[config.mk]
export PLATFORM = sky130hd
export DESIGN_NAME = rolbl_cfg
export DESIGN_NICKNAME = d
export VERILOG_FILES = /design/src/rtl/rolbl_pkg.sv /design/src/rtl/rolbl_cfg.sv
export SDC_FILE = /design/constraint.sdc
export NUM_CORES = 1
export LEC_CHECK = 0
export BUFFER_PORTS_ARGS = -buffer_cell sky130_fd_sc_hd__buf_2
export CAP_MARGIN = 5
export CORE_MARGIN = 5
export CORE_UTILIZATION = 36
export DETAILED_ROUTE_END_ITERATION = 12
export GPL_TIMING_DRIVEN = 1
export PLACE_DENSITY = 0.54
export SLEW_MARGIN = 20
export SYNTH_ARGS = -nofsm -noshare
export SYNTH_HDL_FRONTEND = slang
export SYNTH_SLANG_ARGS = --single-unit
[constraint.sdc]
create_clock -name clk_i -period 1.4 [get_ports clk_i]
set_input_delay 0.14 -clock clk_i [delete_from_list [all_inputs] [get_ports clk_i]]
set_output_delay 0.14 -clock clk_i [all_outputs]
set_load 0.005 [all_outputs]
[src/rtl/rolbl_pkg.sv]
// ----------------------------------------------------------------------------
// rolbl_pkg
// Shared types and constants of the range overlap bad lag marker.
// ----------------------------------------------------------------------------
package rolbl_pkg;

  localparam int ADDR_W = 5;

  localparam logic [2:0] REG_TAU        = 3'd0;
  localparam logic [2:0] REG_NAVE       = 3'd1;
  localparam logic [2:0] REG_NRANG      = 3'd2;
  localparam logic [2:0] REG_NUM_PULSES = 3'd3;
  localparam logic [2:0] REG_NUM_LAGS   = 3'd4;

  // floor(x / 10) for x below 4096 as (x * RATIO_MUL) >> RATIO_SHIFT.
  localparam logic [23:0] RATIO_MUL   = 24'd3277;
  localparam int          RATIO_SHIFT = 15;

  typedef enum logic [1:0] {
    CMD_PULSE = 2'd0,
    CMD_LAG   = 2'd1,
    CMD_POWER = 2'd2,
    CMD_QUERY = 2'd3
  } cmd_e;

  typedef struct packed {
    logic [7:0] tau;
    logic [8:0] ratio;
    logic [8:0] nrang;
    logic [4:0] num_pulses;
    logic [5:0] num_lags;
  } cfg_t;

  typedef struct packed {
    logic [31:0] bad_lag_mask;
    logic [15:0] bad_pulse_mask;
    logic        range_error;
  } res_t;

endpackage

[src/rtl/rolbl_cfg.sv]
// ----------------------------------------------------------------------------
// rolbl_cfg
// Configuration registers behind the register port, with the power ratio.
// ----------------------------------------------------------------------------
module rolbl_cfg import rolbl_pkg::*; (
  input  logic              clk_i,
  input  logic              rst_ni,
  input  logic              psel,
  input  logic              penable,
  input  logic              pwrite,
  input  logic [ADDR_W-1:0] paddr,
  input  logic [31:0]       pwdata,
  output logic [31:0]       prdata,
  output logic              pready,
  output cfg_t              cfg_o
);

  logic [7:0]  tau_q;
  logic [9:0]  nave_q;
  logic [8:0]  ratio_q;
  logic [8:0]  ratio_d;
  logic [8:0]  nrang_q;
  logic [4:0]  num_pulses_q;
  logic [5:0]  num_lags_q;
  logic        wr;
  logic [11:0] nave3;
  logic [23:0] ratio_prod;

  assign pready = 1'b1;
  assign wr     = psel & penable & pwrite & pready;

  assign nave3      = 12'({2'b00, pwdata[9:0]} * 12'd3);
  assign ratio_prod = {12'b0, nave3} * RATIO_MUL;
  assign ratio_d    = ratio_prod[RATIO_SHIFT+8:RATIO_SHIFT];

  always_ff @(posedge clk_i or negedge rst_ni) begin
    if (!rst_ni) begin
      tau_q        <= 8'd1;
      nave_q       <= '0;
      ratio_q      <= '0;
      nrang_q      <= '0;
      num_pulses_q <= '0;
      num_lags_q   <= '0;
    end else if (wr) begin
      unique case (paddr[4:2])
        REG_TAU:        tau_q <= pwdata[7:0];
        REG_NAVE: begin
          nave_q  <= pwdata[9:0];
          ratio_q <= ratio_d;
        end
        REG_NRANG:      nrang_q <= pwdata[8:0];
        REG_NUM_PULSES: num_pulses_q <= pwdata[4:0];
        REG_NUM_LAGS:   num_lags_q <= pwdata[5:0];
        default: ;
      endcase
    end
  end

  always_comb begin
    prdata = '0;
    unique case (paddr[4:2])
      REG_TAU:        prdata = {24'b0, tau_q};
      REG_NAVE:       prdata = {22'b0, nave_q};
      REG_NRANG:      prdata = {23'b0, nrang_q};
      REG_NUM_PULSES: prdata = {27'b0, num_pulses_q};
      REG_NUM_LAGS:   prdata = {26'b0, num_lags_q};
      default:        prdata = '0;
    endcase
  end

  assign cfg_o.tau        = tau_q;
  assign cfg_o.ratio      = ratio_q;
  assign cfg_o.nrang      = nrang_q;
  assign cfg_o.num_pulses = num_pulses_q;
  assign cfg_o.num_lags   = num_lags_q;

endmodule

After elaboration in Yosys (flattened, before gate mapping). Cells that the tools add are included.

Output and inout bits: 70. Input bits: 42. Flip-flop bits (word level): 47. Logic and storage cells: 21.

Multiplexer cells: 1. Multiply operators: 2. Reductions and logical operators: 6. Eq/ne operators: 4. Bitwise operators: 2.

Operators by type and width (count): $pmux 10 s5 (1); $mul 12x12->24 const B (1); $mul 10x2->12 const B (1); $reduce_and 2->1 (5); $eq 3x2->1 const B (2); $eq 3x1->1 const B (1); $eq 3x3->1 const B (1); $logic_not 3->1 (1); $and 1x1->1 (2).

Depth between registers and ports, before layout. Gate-level depths: netlist (run 1).

Depth in word-level cells: 3. Mapped depth: 23.

Least setup slack after synthesis (run 1). OpenSTA, ideal clock, no wires.

Kind: input to register. From: in pwdata[0]. To: reg ratio_q[5]. Path buffers: 0. Stages: 22. Arrival time: 5774 ps. Slack: -4495 ps. Data required time: 1279 ps. Setup time: 121 ps. Cells stage by stage: ha_1 -> fa_1 -> a21o_1 -> a21oi_2 -> o21ai_1 -> a211oi_1 -> ha_1 -> inv_1 -> fa_1 -> inv_1 -> fa_1 -> inv_1 -> fa_1 -> inv_1 -> fa_1 -> ha_1 -> and2_1 -> a21oi_1 -> o21ai_0 -> a211o_1 -> a211o_1 -> a22o_1.

Word-level cells in the longest chain between the ends: 2.

Ends and longest elaborated chain: start, declared (RTL line rolbl_cfg.sv:12) `input logic [31:0] pwdata,`; $mul 10x2->12 (RTL line rolbl_cfg.sv:32) `assign nave3 = 12'({2'b00, pwdata[9:0]} * 12'd3);`; $mul 12x12->24 (RTL line rolbl_cfg.sv:33) `assign ratio_prod = {12'b0, nave3} * RATIO_MUL;`; end signal, assigned (RTL line rolbl_cfg.sv:49) `ratio_q <= ratio_d;`; end, declared (RTL line rolbl_cfg.sv:20) `logic [8:0] ratio_q;`.

No other way between the ends. A chain may end at the register's enable or synchronous reset.

Final worst setup path (run 1).
From: in pwdata[1]. To: reg ratio_q[5].

The elaborated chain is that of the path after synthesis.

==> run summary, run 1 <==
The flow ran to the end, but the final reports show violations. The final reports fail on setup timing. After synthesis the netlist holds a flip-flop and latch count of 47. The run gives 0 as the yosys synthesis warning count. The tools report the count of antenna diodes in the layout as 0. The synthesized netlist devotes 34.8% of its cell area to adder and majority cells. For the net count reported at finish, the log shows 935.

Number of buffers added on ports: 64. The congestion estimate from routability-driven global placement came to 0.861. After detailed routing, the wire length on met1 is 6440 um. The critical path endpoint category was a flop. Multiplexer cells account for 7.76% of the synthesized area. The clock tree synthesis step divided the H-tree into 2 levels. Once detailed placement completed, the half-perimeter wirelength came to 12,300 um. The first global-routing pass estimated 24,800 um of wire. The run gives 2 as the maximum root-to-sink buffer count. The type of the tightest min-delay check is primary input to flop. Of the synthesized area, sequential elements account for 21.5%.

The critical path's slowest cell was fa_1. TritonCTS built the clock tree. The number of pins with negative max-slew slack in the final report was 0; the hold violation total from the final report was 0. The highest layer touched by signal routing is met4. The post-route netlist has 39.0% of its cells at a drive strength greater than 1.

The fraction of post-synthesis cell area in the top cell type by area is 21.1%. Cell type with the highest aggregate area in the netlist: dfrtp_1. The run gives 36.4% as the effective utilization at floorplan. The sum of met2 wire segment lengths after detailed routing came out at 7310 um. Summed over all nets, wire length on met3 after detailed routing comes to 453 um. The number of distinct library cells after synthesis was 63. In the routed design, unresolved DRC markers number 0. The root buffer cell chosen for the clock tree is clkbuf_16. Entering global routing, the biggest net connects 34 pins. The critical path in this run is classified as primary input to flop.

Yosys mapped a number of flops with a built-in enable equal to 0. The detailed-route via count is 4,613. The combinational family with the most area after synthesis was adder cells.

For this run, the top clock speed supported by timing is 0.193 GHz. The run gives 4,982 as the number of global-route vias before repair. The register clock-pin slew on the reported worst setup and hold paths is 0.06 ns. The row count is 45. The floorplan step defined a die boundary enclosing 17,700 um2. The data arrival at the endpoint of the critical path came out at 5.36 ns.

Clock latency on the worst-skew pair, taken at its later pin, is 0.28 ns. In this run the worst path has a maximum fanout of 4. For this run, asynchronously set or reset flops after synthesis account for 100%. Among all flip-flop cells after synthesis, the most frequent one is dfrtp_1.

The y dimension of the die came out at 133 um. Sorting the synthesized cells by how often they occur yields inv_1, ha_1, nand2_1, dfrtp_1, fa_1. The area growth from synthesis to layout was 38.6%; the total wire length after detailed routing was 14,400 um.

The mapped cell area was 5470 um2; the compound-gate portion of the synthesized area was 11.1%. Of the total synthesized cell area, the portion taken by AND, OR, NAND and NOR gates is 11.1%. The logs give 112 for the I/O pin total and 5 for the number of buffers added by the clock tree synthesis step.

Final global-route overflow total: 0. The wire length per cell after detailed routing was 15.1 um. The core region is 15,000 um2.

Worst setup slack after layout: -3.79 ns. After synthesis, the cell types taking the most area are dfrtp_1, ha_1, fa_1, inv_1, mux2_2. The worst setup path is launched from a primary input. The smallest clock period supported by the final layout is computed as 5.19 ns. The number of maximum-capacitance constraint violations came out at 0.

The fraction of synthesized cell area in xor and xnor cells is 2.98%, and the number of nets with antenna violations after routing is 0. Measured along the x axis, the die boundary spans 133 um. STA puts the critical path data required time at 1.57 ns. The total buffers and inverters traversed by the critical path was 7; the clock sink count was 47.

The actual transition at the worst max-transition pin was 0.569 ns. The logs give 136 for the number of DRC violations after detailed-routing iteration 0 and 4 for the number of detailed-route iterations in the first pass. Synthesis produced a netlist whose cell count is 577. The maximum cell stage delay along the critical path is 0.50 ns, and the combined global-route utilization of all metal layers is 16.9%.

The number of setup violations in the final report is 11. The clock arrives with 0 ns of skew. In the routed layout, each cell is associated on average with a via count of 4.85.

The synthesized area per cell is 9.47 um2. Setup repair after global routing could not meet its margin everywhere. The run gives 0 as the initial antenna violation count. The cell family contributing the most delay on the critical path is adder cells.

The worst pin sits at a relative slew slack of 61.8%. For the final-layout worst hold slack, the log shows 0.151 ns. Part of the cycle the worst path needs: 370%. By instance count, the leading cell after synthesis is inv_1.
repair_timing:
action / in CTS / in global routing
gates resized for setup: 30 / 30
setup endpoints to repair: 11 / 17
endpoints found under the hold margin: 13 / 0
pin swaps: 17 / 27
hold buffers: 1 / 0
cloned: 0 / 0
buffers inserted: 4 / 4
path summary, 6_finish.rpt:
| path | from | end | slack (ns) | cells after the start |
|---|---|---|---|---|
| min reg2reg | nave_q[3] | nave_q[3] | 0.48 | 2 |
| max in group asynchronous | rst_ni | nave_q[2] | 0.58 | 3 |
| max | pwdata[1] | ratio_q[5] | -3.79 | 26 |
| max reg2reg | ratio_q[0] | ratio_q[0] | 0.56 | 2 |
| min in group asynchronous | rst_ni | tau_q[1] | 0.32 | 2 |
| min | pwdata[7] | nave_q[7] | 0.15 | 3 |
metal layers:
layer | global-route usage (%) | vias to the layer above
met5 | 0 | -
met4 | 2.80 | 0
met3 | 1.74 | 16
met2 | 30.6 | 83
met1 | 22.1 | 2245
li1 | - | 2269
layout by cell type (no fill, tap or decap), drive strengths merged, types with 12 or more instances in the layout:
master / count
a21oi: 19
buf: 190
conb: 23
dfrtp: 46
fa: 38
ha: 91
inv: 98
mux2: 25
mux2i: 12
nand2: 49
nor2: 26
o21ai: 22
worst reg2reg max path, delay by kind of cell (launching register included):
kind	cells	cell delay, ns
flops	1	0.39
simple gates	1	0.11
compound gates	1	0.22
final cells by class:
cell class,instances,area [um2]
Clock inverter,2,13.8
Tap cell,188,235
Sequential cell,47,1180
Multi-Input combinational cell,420,4290
Timing Repair Buffer,192,1370
Clock buffer,5,125
Inverter,98,368
Fill cell,1403,7460
stage by stage:
stage,worst slack (ns),instances,cell area (um2),TNS [ns],util (%)
after CTS,-3.79,948,7380,-33.47,49.1
after floorplan,-3.73,598,5750,-31.81,-
after global placement,-4.16,936,7010,-39.70,46.7
final,-3.79,952,7570,-33.05,50.4
after detailed placement,-4.27,936,7010,-41.00,46.7
after global routing,-3.96,952,7570,-34.99,50.4
flip-flops by register name, indices dropped and copies added, names as in the netlist:
signal	cells
tau_q	8
nave_q	10
ratio_q	9
num_lags_q	6
num_pulses_q	5
nrang_q	9
kinds of logic after synthesis:
family / count (synthesis)
adder cells (fa/ha/maj): 129
other: 2
flip-flops: 47
buffers and inverters: 131
AND/OR/NAND/NOR: 124
XOR/XNOR: 17
multiplexers: 38
AO/OA/AOI/OAI: 89
Power of run 1 is left out: the tool's default activity adds up to more than one toggle a clock period on the data nets, which glitch-free logic cannot reach.
==> run 2, diff against run 1 <==
--- a/config.mk
+++ b/config.mk
@@ -7,11 +7,13 @@
 export LEC_CHECK = 0
 export BUFFER_PORTS_ARGS = -buffer_cell sky130_fd_sc_hd__buf_2
 export CAP_MARGIN = 5
+export CELL_PAD_IN_SITES_DETAIL_PLACEMENT = 1
+export CELL_PAD_IN_SITES_GLOBAL_PLACEMENT = 1
 export CORE_MARGIN = 5
 export CORE_UTILIZATION = 36
 export DETAILED_ROUTE_END_ITERATION = 12
 export GPL_TIMING_DRIVEN = 1
-export PLACE_DENSITY = 0.54
+export PLACE_DENSITY = 0.68
 export SLEW_MARGIN = 20
 export SYNTH_ARGS = -nofsm -noshare
 export SYNTH_HDL_FRONTEND = slang
==> run summary, run 2 (synthesized netlist as in run 1, its figures left out) <==
The hold violation total from the final report came out at 0. TritonCTS built the clock tree. Max-cap violations in this run came to 0. Counting cells, the worst reg-to-reg path comes to 3. The worst-case setup slack after placement came out at -4.25 ns. The I/O pin total was 112. The checks that failed: setup timing.

Global routing consumed, over all layers together, 19.1% of the routing resources. The tree built by TritonCTS fans out to 47 sinks. Final routed DRC violation total: 0. In this run the most critical hold path is launched from pwdata[1]. The worst hold path passes through 2 cells.

The clock latency at the later pin of the worst-skew pair was 0.28 ns. The number of setup violations in the final report was 11. For the number of pins with negative max-slew slack in the final report, the log shows 0. The worst setup path is captured at a flop. The tools report the effective utilization at floorplan as 36.4%.

Type of the tightest min-delay check: primary input to flop. The required time of the critical path was 1.59 ns. The filler cells instantiated in the layout total 1,692. More flip-flops sit in one register than any other, and that register is nave_q. The number of nets with antenna violations after routing is 0. The register clock-pin slew on the reported worst setup and hold paths works out to 0.07 ns. The wire length per cell after detailed routing is 18.0 um. The register with the most flip-flops in the layout has 10 of them. By startpoint and endpoint, the worst setup path is classified as primary input to flop.

Leaving out fill and tap cells, the most frequent cell in the layout is buf_4. The run finished, with violations left. In this run, the number of DRC markers left after iteration 0 of detailed routing was 163. The maximum fanout along the worst path came out at 4.

STA classifies the critical path startpoint as a primary input. The number of buffers added on ports was 64. The worst register-to-register path begins at nrang_q[7].

The largest registers in the layout are nave_q (10), nrang_q (9), ratio_q (9). The area growth from synthesis to layout was 42.9%. The final critical path takes up 375% of the cycle. For flop-to-flop paths, the worst setup slack is 0.39 ns. Setup repair after global routing could not meet its margin everywhere.

In this run the critical register-to-register path is captured at nrang_q[7]. For the maximum root-to-sink buffer count, the log shows 2. Final global-route overflow total: 0. The endpoint of the worst hold path was nrang_q[1].

Subtracting the final worst setup slack from the clock period gives 5.24 ns. The tools report the total wire length after detailed routing as 17,500 um. Routability-driven placement finished with a final weighted congestion of 0.898. Cells fill 51.9% of the core in the end.

The run gives 5,401 as the number of global-route vias before repair. At the worst endpoint, the arrival time is 5.43 ns. After routing the design area is 7810 um2. For the worst setup slack after layout, the log shows -3.84 ns. The floorplan step defined a core boundary enclosing 15,000 um2.

The y dimension of the die came out at 133 um. The die covers 17,700 um2. Buffers inserted during clock tree synthesis total 5. Actual transition at the worst max-transition pin: 0.603 ns. The H-tree was split into 2 levels.

Count of antenna diodes in the layout: 0. Based on the critical path, the design can be clocked at up to 0.191 GHz. The initial antenna violation count was 0; the final-layout worst hold slack was 0.126 ns. The floorplan has 45 rows.

For this run, the post-layout net count is 950. The first detailed-routing pass ran for 4 iterations. The post-route netlist has 41.3% of its cells at a drive strength greater than 1.

In this run the cell area measured after placement is 7000 um2. In the layout the commonest cells are buf_4, inv_1, ha_1, buf_2, nand2_1. The maximum number of pins on one net before global-route repair was 48. The cell chosen for the clock root was clkbuf_16. The horizontal die dimension is 133 um, and the wire length of the first global-routing pass is 27,600 um. The detailed-route via count is 4,846, and the worst setup skew after layout is 0 ns.

The max-slew headroom at the worst pin is 59.5%, and the average via count per standard cell is 5.01. The HPWL after detailed placement came out at 14,000 um.
[run 2: cell types whose count changed in the layout (fill, tap and decap cells not counted), sizes merged]
cell	previous run	this run
clkinvlp	0	1
bufinv	0	1
buf	190	206
inv	98	99
clkinv	2	0
clkbuf	6	5
[run 2: worst max path at each step]
stage | startpoint | endpoint | depth (start not counted)
floorplan | pwdata[0] | ratio_q[5] | 21
global placement | pwdata[1] | ratio_q[8] | 22
detailed placement | pwdata[1] | ratio_q[6] | 23
CTS | pwdata[1] | ratio_q[5] | 24
global route | pwdata[1] | ratio_q[5] | 23
finish | pwdata[0] | ratio_q[5] | 23
[run 2: metal layers]
layer	global-route usage (%)	part of all wire, %
met3	2.15	3.6
met1	22.3	40
met5	0	0
met2	37.6	55
met4	3.83	1.8
[run 2: through the flow]
| step | TNS, ns | std cells |
|---|---|---|
| 6_report | -33.30 | 968 |
| 5_1_grt | -35.32 | 968 |
| 4_1_cts | -32.92 | 951 |
| 3_5_place_dp | -40.33 | 934 |
| 3_3_place_gp | -38.71 | 934 |
| 2_1_floorplan | -31.81 | 598 |
[run 2: final cells by class]
class                      count  area (um2)  share of cell area, %
multi-input combinational    420        4380                   56.1
timing repair buffer         207        1480                   18.9
sequential                    47        1180                   15.1
inverter                      98         368                   4.71
tap                          188         235                   3.01
clock buffer                   5         125                   1.60
clock inverter                 3        46.3                  0.593
[run 2: what timing repair did]
| item | 4_1_cts | 5_1_grt |
|---|---|---|
| setup buffers | 9 | 17 |
| pin swaps | 17 | 31 |
| resized for setup | 34 | 38 |
| hold endpoints to repair | 46 | 0 |
| endpoints found under the setup margin | 12 | 17 |
| cloned | 0 | 0 |
| hold buffers | 1 | 0 |
[run 2: critical path: stages]
cell	delay (ns)
buf_6	0.11
ha_4	0.16
fa_2	0.35
a21o_1	0.19
a21oi_4	0.18
o21ai_4	0.10
a21o_1	0.17
a21o_4	0.22
xnor2_4	0.13
buf_12	0.14
buf_12	0.12
ha_4	0.26
fa_1	0.43
fa_1	0.55
fa_1	0.47
ha_4	0.31
ha_4	0.21
a21o_1	0.22
a21oi_4	0.14
o21ai_1	0.08
a211o_1	0.27
a211o_1	0.27
a22o_1	0.18
Power of run 2 is left out for the same reason.
